### src/sv/opt_pkg.sv
// shared types and constants for the owner permission table
package opt_pkg;

  localparam int TableDepth   = 16;
  localparam int HighestClass = 7;
  localparam int QueueDepth   = 2;

  localparam int OwnerW = 32;
  localparam int ClassW = 4;
  localparam int MaskW  = 4;
  localparam int ModeW  = 4;
  localparam int PolW   = 2;

  localparam int IdxW   = (TableDepth > 1) ? $clog2(TableDepth) : 1;
  localparam int CntW   = $clog2(TableDepth + 1);
  localparam int QPtrW  = (QueueDepth > 1) ? $clog2(QueueDepth) : 1;
  localparam int QCntW  = $clog2(QueueDepth + 1);

  localparam logic [ModeW-1:0] ModeReset = ModeW'(1);
  localparam logic [ModeW-1:0] ModeFirst = ModeW'(1);
  localparam logic [ModeW-1:0] ModeLast  = ModeW'(4);

  typedef enum logic {
    OP_REGISTER = 1'b0,
    OP_RESOLVE  = 1'b1
  } op_t;

  // classified word passed from the front to the back
  typedef struct packed {
    op_t               op;
    logic [OwnerW-1:0] owner;
    logic [ClassW-1:0] cls;
    logic [MaskW-1:0]  modes;
    logic              ok;
    logic [PolW-1:0]   pol;
  } item_t;

  typedef struct packed {
    logic [OwnerW-1:0] owner;
    logic [ClassW-1:0] cls;
    logic [MaskW-1:0]  modes;
  } entry_t;

  typedef enum logic [1:0] {
    BK_IDLE,
    BK_SCAN,
    BK_DECIDE
  } bk_state_t;

endpackage

### src/sv/opt_front.sv
// front end: mode register, input acceptance and classification
module opt_front (
  input  logic                          clk,
  input  logic                          rst_n,
  input  logic                          cfg_valid,
  output logic                          cfg_ready,
  input  logic [opt_pkg::ModeW-1:0]     cfg_active_mode,
  input  logic                          in_valid,
  output logic                          in_stall,
  input  logic                          in_operation,
  input  logic [opt_pkg::OwnerW-1:0]    in_owner_id,
  input  logic [opt_pkg::ClassW-1:0]    in_mutation_class,
  input  logic [opt_pkg::MaskW-1:0]     in_permitted_modes,
  input  logic                          q_full,
  output logic                          q_push,
  output opt_pkg::item_t                q_item
);

  logic [opt_pkg::ModeW-1:0] mode_r;
  logic                      mode_ok;
  logic                      key_ok;
  logic                      mask_ok;

  always_ff @(posedge clk) begin
    if (!rst_n) begin
      mode_r <= opt_pkg::ModeReset;
    end else if (cfg_valid) begin
      mode_r <= cfg_active_mode;
    end
  end

  assign cfg_ready = 1'b1;
  assign in_stall  = q_full;
  assign q_push    = in_valid && !q_full;

  always_comb begin
    mode_ok = (mode_r >= opt_pkg::ModeFirst) && (mode_r <= opt_pkg::ModeLast);
    key_ok  = (in_owner_id != '0) &&
              (in_mutation_class <= opt_pkg::ClassW'(opt_pkg::HighestClass));
    // a resolve ignores the mask field
    mask_ok = (opt_pkg::op_t'(in_operation) == opt_pkg::OP_RESOLVE) ||
              (in_permitted_modes != '0);
    q_item.op    = opt_pkg::op_t'(in_operation);
    q_item.owner = in_owner_id;
    q_item.cls   = in_mutation_class;
    q_item.modes = in_permitted_modes;
    q_item.ok    = mode_ok && key_ok && mask_ok;
    q_item.pol   = opt_pkg::PolW'(mode_r - opt_pkg::ModeFirst);
  end

endmodule

### src/sv/opt_queue.sv
// short queue of classified words between front and back
module opt_queue (
  input  logic           clk,
  input  logic           rst_n,
  input  logic           push,
  input  opt_pkg::item_t push_item,
  output logic           full,
  input  logic           pop,
  output opt_pkg::item_t pop_item,
  output logic           empty
);

  opt_pkg::item_t                  slot_r [opt_pkg::QueueDepth];
  logic [opt_pkg::QPtrW-1:0]       wr_ptr_r, wr_ptr_nxt;
  logic [opt_pkg::QPtrW-1:0]       rd_ptr_r, rd_ptr_nxt;
  logic [opt_pkg::QCntW-1:0]       cnt_r, cnt_nxt;
  logic                            do_push, do_pop;

  assign full     = (cnt_r == opt_pkg::QCntW'(opt_pkg::QueueDepth));
  assign empty    = (cnt_r == '0);
  assign pop_item = slot_r[rd_ptr_r];
  assign do_push  = push && !full;
  assign do_pop   = pop && !empty;

  always_comb begin
    wr_ptr_nxt = wr_ptr_r;
    rd_ptr_nxt = rd_ptr_r;
    cnt_nxt    = cnt_r;
    if (do_push) begin
      wr_ptr_nxt = (wr_ptr_r == opt_pkg::QPtrW'(opt_pkg::QueueDepth - 1)) ? '0 :
                   wr_ptr_r + 1'b1;
    end
    if (do_pop) begin
      rd_ptr_nxt = (rd_ptr_r == opt_pkg::QPtrW'(opt_pkg::QueueDepth - 1)) ? '0 :
                   rd_ptr_r + 1'b1;
    end
    if (do_push && !do_pop) begin
      cnt_nxt = cnt_r + 1'b1;
    end else if (do_pop && !do_push) begin
      cnt_nxt = cnt_r - 1'b1;
    end
  end

  always_ff @(posedge clk) begin
    if (!rst_n) begin
      wr_ptr_r <= '0;
      rd_ptr_r <= '0;
      cnt_r    <= '0;
    end else begin
      wr_ptr_r <= wr_ptr_nxt;
      rd_ptr_r <= rd_ptr_nxt;
      cnt_r    <= cnt_nxt;
    end
  end

  always_ff @(posedge clk) begin
    if (do_push) begin
      slot_r[wr_ptr_r] <= push_item;
    end
  end

endmodule

### src/sv/opt_back.sv
// back end: table memory, key scan, decision and output register
module opt_back (
  input  logic                    clk,
  input  logic                    rst_n,
  input  logic                    q_empty,
  input  opt_pkg::item_t          q_item,
  output logic                    q_pop,
  output logic                    out_valid,
  input  logic                    out_stall,
  output logic                    out_accepted,
  output logic [opt_pkg::PolW-1:0] out_policy
);

  opt_pkg::entry_t                mem [opt_pkg::TableDepth];
  opt_pkg::entry_t                rd_data_r;
  opt_pkg::entry_t                wr_data;
  logic                           we;

  opt_pkg::bk_state_t             st_r, st_nxt;
  opt_pkg::item_t                 itm_r, itm_nxt;
  logic [opt_pkg::CntW-1:0]       idx_r, idx_nxt;
  logic [opt_pkg::CntW-1:0]       cnt_r, cnt_nxt;
  logic                           cmp_vld_r, cmp_vld_nxt;
  logic                           hit_r, hit_nxt;
  logic [opt_pkg::MaskW-1:0]      hmodes_r, hmodes_nxt;
  logic                           out_valid_r, out_valid_nxt;
  logic                           out_acc_r, out_acc_nxt;
  logic [opt_pkg::PolW-1:0]       out_pol_r, out_pol_nxt;
  logic                           out_free;
  logic                           acc;

  assign out_valid    = out_valid_r;
  assign out_accepted = out_acc_r;
  assign out_policy   = out_pol_r;
  assign out_free     = !out_valid_r || !out_stall;

  always_comb begin
    st_nxt        = st_r;
    itm_nxt       = itm_r;
    idx_nxt       = idx_r;
    cnt_nxt       = cnt_r;
    cmp_vld_nxt   = cmp_vld_r;
    hit_nxt       = hit_r;
    hmodes_nxt    = hmodes_r;
    out_valid_nxt = out_valid_r && out_stall;
    out_acc_nxt   = out_acc_r;
    out_pol_nxt   = out_pol_r;
    q_pop         = 1'b0;
    we            = 1'b0;
    wr_data.owner = itm_r.owner;
    wr_data.cls   = itm_r.cls;
    wr_data.modes = itm_r.modes;

    if (itm_r.op == opt_pkg::OP_REGISTER) begin
      acc = itm_r.ok && !hit_r && (cnt_r < opt_pkg::CntW'(opt_pkg::TableDepth));
    end else begin
      acc = itm_r.ok && hit_r && hmodes_r[itm_r.pol];
    end

    unique case (st_r)
      opt_pkg::BK_IDLE: begin
        if (!q_empty) begin
          q_pop       = 1'b1;
          itm_nxt     = q_item;
          idx_nxt     = '0;
          cmp_vld_nxt = 1'b0;
          hit_nxt     = 1'b0;
          st_nxt      = (q_item.ok && cnt_r != '0) ? opt_pkg::BK_SCAN :
                        opt_pkg::BK_DECIDE;
        end
      end
      opt_pkg::BK_SCAN: begin
        // read data is registered and arrives in the cycle after its address
        if (cmp_vld_r && rd_data_r.owner == itm_r.owner &&
            rd_data_r.cls == itm_r.cls) begin
          hit_nxt    = 1'b1;
          hmodes_nxt = rd_data_r.modes;
        end
        if (idx_r < cnt_r) begin
          idx_nxt     = idx_r + 1'b1;
          cmp_vld_nxt = 1'b1;
        end else begin
          cmp_vld_nxt = 1'b0;
          if (!cmp_vld_r) begin
            st_nxt = opt_pkg::BK_DECIDE;
          end
        end
      end
      opt_pkg::BK_DECIDE: begin
        if (out_free) begin
          out_valid_nxt = 1'b1;
          out_acc_nxt   = acc;
          out_pol_nxt   = (acc && itm_r.op == opt_pkg::OP_RESOLVE) ? itm_r.pol : '0;
          if (acc && itm_r.op == opt_pkg::OP_REGISTER) begin
            we      = 1'b1;
            cnt_nxt = cnt_r + 1'b1;
          end
          st_nxt = opt_pkg::BK_IDLE;
        end
      end
      default: begin
        st_nxt = opt_pkg::BK_IDLE;
      end
    endcase
  end

  always_ff @(posedge clk) begin
    if (!rst_n) begin
      st_r        <= opt_pkg::BK_IDLE;
      cnt_r       <= '0;
      cmp_vld_r   <= 1'b0;
      out_valid_r <= 1'b0;
    end else begin
      st_r        <= st_nxt;
      cnt_r       <= cnt_nxt;
      cmp_vld_r   <= cmp_vld_nxt;
      out_valid_r <= out_valid_nxt;
    end
  end

  always_ff @(posedge clk) begin
    itm_r     <= itm_nxt;
    idx_r     <= idx_nxt;
    hit_r     <= hit_nxt;
    hmodes_r  <= hmodes_nxt;
    out_acc_r <= out_acc_nxt;
    out_pol_r <= out_pol_nxt;
  end

  // entries at or above the fill count never take part in a match
  always_ff @(posedge clk) begin
    if (we) begin
      mem[cnt_r[opt_pkg::IdxW-1:0]] <= wr_data;
    end
    rd_data_r <= mem[idx_r[opt_pkg::IdxW-1:0]];
  end

endmodule

### src/sv/owner_permission_table.sv
// owner permission table: one item at a time, scan of the filled entries per item
// path from input accept to out_valid: queue, IDLE pop, SCAN of the n entries stored
// (1..16), DECIDE and output register; no SCAN when the table is empty or the word
// fails the front checks; a new word is popped only once DECIDE has passed its result on
// the queue holds two classified words, so the front accepts up to two during a scan
// reset (synchronous, rst_n low): table empty, active mode 1, queue and output empty
module owner_permission_table (
  input  logic                           clk,
  input  logic                           rst_n,
  input  logic                           cfg_valid,
  output logic                           cfg_ready,
  input  logic [opt_pkg::ModeW-1:0]      cfg_active_mode,
  input  logic                           in_valid,
  output logic                           in_stall,
  input  logic                           in_operation,
  input  logic [opt_pkg::OwnerW-1:0]     in_owner_id,
  input  logic [opt_pkg::ClassW-1:0]     in_mutation_class,
  input  logic [opt_pkg::MaskW-1:0]      in_permitted_modes,
  output logic                           out_valid,
  input  logic                           out_stall,
  output logic                           out_accepted,
  output logic [opt_pkg::PolW-1:0]       out_policy
);

  logic           q_full, q_push, q_pop, q_empty;
  opt_pkg::item_t push_item, pop_item;

  opt_front u_front (
    .clk                (clk),
    .rst_n              (rst_n),
    .cfg_valid          (cfg_valid),
    .cfg_ready          (cfg_ready),
    .cfg_active_mode    (cfg_active_mode),
    .in_valid           (in_valid),
    .in_stall           (in_stall),
    .in_operation       (in_operation),
    .in_owner_id        (in_owner_id),
    .in_mutation_class  (in_mutation_class),
    .in_permitted_modes (in_permitted_modes),
    .q_full             (q_full),
    .q_push             (q_push),
    .q_item             (push_item)
  );

  opt_queue u_queue (
    .clk       (clk),
    .rst_n     (rst_n),
    .push      (q_push),
    .push_item (push_item),
    .full      (q_full),
    .pop       (q_pop),
    .pop_item  (pop_item),
    .empty     (q_empty)
  );

  opt_back u_back (
    .clk          (clk),
    .rst_n        (rst_n),
    .q_empty      (q_empty),
    .q_item       (pop_item),
    .q_pop        (q_pop),
    .out_valid    (out_valid),
    .out_stall    (out_stall),
    .out_accepted (out_accepted),
    .out_policy   (out_policy)
  );

endmodule

### config.mk
export PLATFORM = sky130hd
export DESIGN_NAME = owner_permission_table
export DESIGN_NICKNAME = d
export VERILOG_FILES = /design/src/sv/opt_pkg.sv /design/src/sv/opt_front.sv /design/src/sv/opt_queue.sv /design/src/sv/opt_back.sv /design/src/sv/owner_permission_table.sv
export SDC_FILE = /design/constraint.sdc
export NUM_CORES = 1
export LEC_CHECK = 0
export ABC_AREA = 0
export BUFFER_PORTS_ARGS = -buffer_cell sky130_fd_sc_hd__buf_2
export CAP_MARGIN = 20
export CORE_UTILIZATION = 45
export DETAILED_ROUTE_END_ITERATION = 8
export SLEW_MARGIN = 25
export SYNTH_ARGS = -nofsm -noshare
export SYNTH_HDL_FRONTEND = slang
export SYNTH_SLANG_ARGS = --single-unit
### constraint.sdc
create_clock -name clk -period 5.6 [get_ports clk]
set_input_delay 0.28 -clock clk [delete_from_list [all_inputs] [get_ports clk]]
set_output_delay 0.28 -clock clk [all_outputs]
set_load 0.1 [all_outputs]
==> results of run 1 <==
-- power by group through the flow --
stage	Combinational, mW	Sequential, mW	Clock (mW)
after CTS	3.37	8.91	5.43
after floorplan	2.37	8.75	0
after global placement	3.31	8.98	0
final	3.31	8.90	5.32
after detailed placement	3.33	9.03	0
after global routing	3.54	9.01	5.66
-- critical path, delay by kind of cell (launching register included) --
| kind | cells | cell delay (ps) |
|---|---|---|
| AND/OR/NAND/NOR | 5 | 2110 |
| buffers and inverters | 1 | 480 |
| flip-flops | 1 | 380 |
-- cell usage after synthesis, types with 2 or more instances --
| library cell | n |
|---|---|
| clkbuf_1 | 31 |
| inv_1 | 13 |
| nand4_1 | 6 |
| and2_1 | 19 |
| nor2_1 | 13 |
| buf_2 | 13 |
| o21ai_0 | 6 |
| mux2_2 | 45 |
| mux2i_1 | 5 |
| xor2_1 | 35 |
| nor2b_1 | 5 |
| a21oi_1 | 6 |
| o211ai_1 | 2 |
| nor4_1 | 17 |
| nand2b_1 | 4 |
| a21boi_0 | 2 |
| nand3_1 | 3 |
| o21a_1 | 2 |
| xnor2_1 | 10 |
| buf_4 | 2 |
| ha_1 | 13 |
| buf_1 | 4 |
| buf_6 | 9 |
| edfxtp_1 | 785 |
| and3_1 | 7 |
| dfxtp_1 | 58 |
| nand2_1 | 9 |
| nor3_1 | 4 |
| mux4_2 | 200 |
| o21ai_1 | 2 |
-- logic make-up after synthesis --
logic type,after synthesis,synth area share [%]
AOI/OAI and AO/OA,26,0.530
xor gates and xnor gates,45,1.25
adders and majority gates,13,0.518
buffers and inverters,72,1.15
DFF,843,78.8
muxes,250,16.1
other,1,0.0119
and+or+nand+nor,92,1.67
-- registers in the layout (all words and copies together), names as in the netlist, 4 cells and up, named ones only --
signal            cells
u_back.mem          640
u_back.rd_data_r     40
u_back.idx_r          5
u_back.hmodes_r       4
u_queue.slot_r       88
u_back.cnt_r          5
u_back.itm_r         44
u_front.mode_r        4
-- through the flow --
step / setup WS (ps) / power (mW) / utilization, %
floorplan: 1010 / 11.1 / -
global placement: 2190 / 12.3 / 47.7
detailed placement: 2250 / 12.4 / 47.7
CTS: 2220 / 17.7 / 52.2
global route: 2030 / 18.2 / 52.3
finish: 2220 / 17.5 / 52.3
-- routing by layer --
metal	share of wire, %	vias up	GRT usage (%)	wire length, um
li1	-	5935	-	-
met1	45	7414	28.4	29700
met2	47	384	29.6	31300
met3	5.8	85	3.30	3850
met4	1.9	2	5.51	1250
met5	0.020	-	0	13
-- worst paths after layout --
| kind | from | endpoint | slack (ps) | cells after the start |
|---|---|---|---|---|
| max | u_back.hit_r | u_back.mem[5][4] | 2220 | 6 |
| min | rst_n | u_back.cnt_r[4] | 30 | 2 |
| max reg2reg | u_back.hit_r | u_back.mem[5][4] | 2220 | 6 |
| min reg2reg | u_back.rd_data_r[2] | u_back.hmodes_r[2] | 410 | 0 |
-- cell type report --
cell class                 instances  area (um^2)  share of cell area [%]
tap                              931         1160                    3.24
timing repair buffer             135         1070                    2.97
inverter                          13         48.8                   0.136
clock buffer                     114         2290                    6.36
multi-input combinational        427         6360                    17.7
clock inverter                    42          317                   0.880
sequential                       843        24700                    68.8
==> impl_metrics.ini, run 1 <==
[power_and_ir_drop]
max-vdd-ir-drop_uv = 451
p_sw_share_pct = 27.4
intPower_mw = 12.7
p_leak_nw = 11.5
powerDensity_nw_per_um2 = 487
comb_power_share_pct = 18.9
power_switching_mw = 4.80
power_frac_clock_pct = 30.4
pwr-share-seq_pct = 50.8

[floorplan]
num_rows = 96
die_w_um = 266
fp.dieH_um = 266
io_pins = 56
start_util_pct = 45.6
dieArea_um2 = 70900
core_um2 = 68800

[yosys]
yosysWarnings = 0
syn_area_um2 = 31400
synth_top_cell_by_area = edfxtp_1
syn_nets = 1405
syn_avg_cell_area_um2 = 23.4
ys_seq_area_share_pct = 78.8
synth_cell_types = 42
synth_top_area_share_pct = 75.1
yosys-top-cells-area = edfxtp_1, mux4_2, dfxtp_1
synth_edf_count = 785
synthFlopType = edfxtp_1
async_reset_ff_share_pct = 0
synth_seq_cells = 843
netlist_instances = 1342

[critical_path]
endpoint_kind = flop
required_ps = 5860
critPathMaxFanout = 25
arrival_ps = 3650
crit_chain = or4b_1 -> nor3b_2 -> nand2_1 -> nor2_1 -> and2_2 -> buf_4
crit_path_top_delay_cell = nor3b_2
crit_type = flop to flop
start_kind = flop
cpPeakStageDelay_ps = 600

[cts]
cts_tree = done
clk_pin_slew_ps = 60
cts.sinks = 843
clock_path_buffers = 3
worstSkewPairLatency_ps = 640
cts-resized-gates = 0
post-cts-setup-buffers = 0
ctsHtreeMaxLevel = 3
root_buffer = clkbuf_16
cts_hold_buf = 51
numCtsBuffers = 85

[flow_run]
maxCapViolations = 0

[detailed_routing]
via_count = 13820
wl_per_cell_um = 26.4
postRouteAntennaNets = 0
finalWirelength_um = 66000
route.detailed.drc = 0
via_per_inst = 5.52
dr.pass1.iters = 5
drtIter0Drc = 1374

[place]
hpwl_um = 36400
gp_congestion = 0.747
dp.cells = 2297
port_buffers = 54
post_dp_cell_area_um2 = 32800

[sta]
post-route-period-util_pct = 60.4
fin_crit_ps = 3380
tightest_slew_ps = 1000
tns_ps = 0
maxSlewViolCount = 0
clock.fmax_mhz = 296
finalSetupViolCount = 0
relSlewSlack_pct = 33.0
fin_hold_ws_ps = 27.0
final-hold-violation-count = 0
finClkSkew_ps = 30.8
rsz0062_at_grt = false

[layout]
antenna_cells = 0
area_growth_pct = 14.5
fin_nets = 1568
final_common_cell = edfxtp_1
fillers = 5293
final_cell_mix = edfxtp_1, mux4_2, clkbuf_16
layout.cells.non_filler = 2505
drive_above_1_share_pct = 29.7
final_area_um2 = 36000

[grt]
grt_first_pass_wirelength_um = 97600
antenna_found_initial = 1
grt_usage_pct = 19.2
grt.overflow.total = 0
grt_max_degree = 162
grt_pass1_vias = 14491

[outcome]
status = finished clean

[worst_hold_path]
hold_path.class = input port to flop
(Power assumes the default switching activity.)
==> inputs of run 2 (changes only) <==
==> constraint.sdc (replaced) <==
create_clock -name clk -period 2.8 [get_ports clk]
set_input_delay 0.14 -clock clk [delete_from_list [all_inputs] [get_ports clk]]
set_output_delay 0.14 -clock clk [all_outputs]
set_load 0.1 [all_outputs]
==> run 2 against run 1 <==
Effect of this change:
- first-iteration DRC count is 10% lower
- via count rose by 3.4%
- die area unchanged
==> impl_metrics.ini, run 2 (synthesized netlist as in run 1, its figures left out) <==
[outcome]
status = finished clean

[layout]
final_common_cell = edfxtp_1
drive_above_1_share_pct = 32.1
fillers = 5241
largest_reg_flops = 640
layout.cells.non_filler = 2574
area_growth_pct = 17.5
fin_nets = 1636
final_cell_mix = edfxtp_1, mux4_2, clkbuf_16
multiInputGateArea_um2 = 6360
antenna_cells = 0
seqCellArea_um2 = 24700

[place]
port_buffers = 54
hpwl_um = 39100
gp_congestion = 0.750
dp.cells = 2359

[critical_path]
crit_buf_inv = 2
crit_chain = or4b_1 -> nor3b_2 -> buf_4 -> and3_1 -> and2_2 -> buf_12
critPathMaxFanout = 25
cpPeakStageDelay_ps = 550
cp_top_family = simple AND/OR/NAND/NOR gates
start_kind = flop
required_ps = 3110
arrival_ps = 2810
crit_path_top_delay_cell = or4b_1
crit_type = flop to flop
endpoint_kind = flop

[sta]
rsz0062_at_grt = false
fin_hold_ws_ps = 186
post-route-period-util_pct = 89.4
finClkSkew_ps = 14.5
final-hold-violation-count = 0
relSlewSlack_pct = 40.9
maxSlewViolCount = 0
fin_crit_ps = 2500
finalSetupViolCount = 0
clock.fmax_mhz = 400
tightest_slew_ps = 886

[detailed_routing]
wl_met1_um = 29800
postRouteAntennaNets = 0
dr_wl_met2_um = 32300
route.detailed.drc = 0
dr.max_layer_used = met4
wl_per_cell_um = 26.3
via_count = 14290
finalWirelength_um = 67600
dr.pass1.iters = 5
drtIter0Drc = 1234
via_per_inst = 5.55
dr_wl_met3_um = 3810

[floorplan]
core_um2 = 68800
start_util_pct = 45.6
die_w_um = 266
dieArea_um2 = 70900
num_rows = 96
io_pins = 56
fp.dieH_um = 266

[grt]
grt_first_pass_wirelength_um = 99300
grt_usage_pct = 19.6
grt_max_degree = 105
grt.overflow.total = 0
grt_pass1_vias = 15005
antenna_found_initial = 1

[cts]
ctsHtreeMaxLevel = 3
clk_pin_slew_ps = 60
cts_tree = done
cts.sinks = 843
root_buffer = clkbuf_16
numCtsBuffers = 86
worstSkewPairLatency_ps = 630
clock_path_buffers = 3
post-cts-setup-buffers = 0

[power_and_ir_drop]
p_leak_nw = 11.9
max-vdd-ir-drop_uv = 713
powerDensity_nw_per_um2 = 973

[worst_hold_path]
hold_path.class = input port to flop

[flow_run]
maxCapViolations = 0
run 2: cell count changes in the layout (fill, tap and decap cells not counted), sizes merged:
cell / before / now
buf: 84 / 145
bufinv: 3 / 4
clkbuf: 114 / 120
clkinv: 33 / 30
clkinvlp: 3 / 0
dlygate4sd3: 51 / 57
inv: 16 / 17
run 2: cell type report:
class | count | share of cell area (%)
Multi-Input combinational cell | 427 | 17.2
Tap cell | 931 | 3.16
Timing Repair Buffer | 202 | 5.19
Inverter | 13 | 0.132
Sequential cell | 843 | 67.0
Clock inverter | 38 | 0.912
Clock buffer | 120 | 6.34
run 2: where the power goes:
group	switching (mW)	internal, mW	total (mW)
sequential	0.896	16.2	17.1
clock	4.63	6.23	10.9
combinational	4.34	3.60	7.94
total	9.86	26.0	35.9
run 2: through the flow:
stage / utilization, % / power [mW] / instance area, um^2 / setup TNS, ps / setup slack (ps)
5_1_grt: 53.6 / 37.2 / 36900 / 0 / 163
3_5_place_dp: 48.9 / 25.3 / 33700 / 0 / 298
3_3_place_gp: 48.9 / 25.2 / 33700 / 0 / 254
4_1_cts: 53.6 / 36.3 / 36900 / 0 / 262
6_report: 53.6 / 35.9 / 36900 / 0 / 298
2_1_floorplan: - / 22.2 / 31400 / -46520 / -581
run 2: path summary, 6_finish.rpt:
check	slack, ps	endpoint	start	cells after the start
hold / removal	190	u_queue.cnt_r[1]	in_valid	6
setup / recovery	300	u_back.mem[11][35]	u_back.hit_r	6
hold reg to reg	430	u_back.hmodes_r[1]	u_back.rd_data_r[1]	0
setup reg to reg	300	u_back.mem[11][35]	u_back.hit_r	6
run 2: tightest hold or removal path, cell delays in order:
cell      delay, ps
buf_2            90
nand2_1         100
inv_1            70
ha_1            170
or3_1           120
a21boi_0         70
run 2: routing by layer:
| metal | GRT usage, % | up-vias |
|---|---|---|
| met5 | 0 | - |
| met4 | 6.31 | 0 |
| met3 | 3.24 | 102 |
| met2 | 30.9 | 419 |
| met1 | 28.1 | 7689 |
| li1 | - | 6080 |
run 2: repair_timing:
item                                   4_1_cts  5_1_grt
gates resized for setup                      0        0
hold buffers                                57        0
endpoints found under the hold margin      104        0
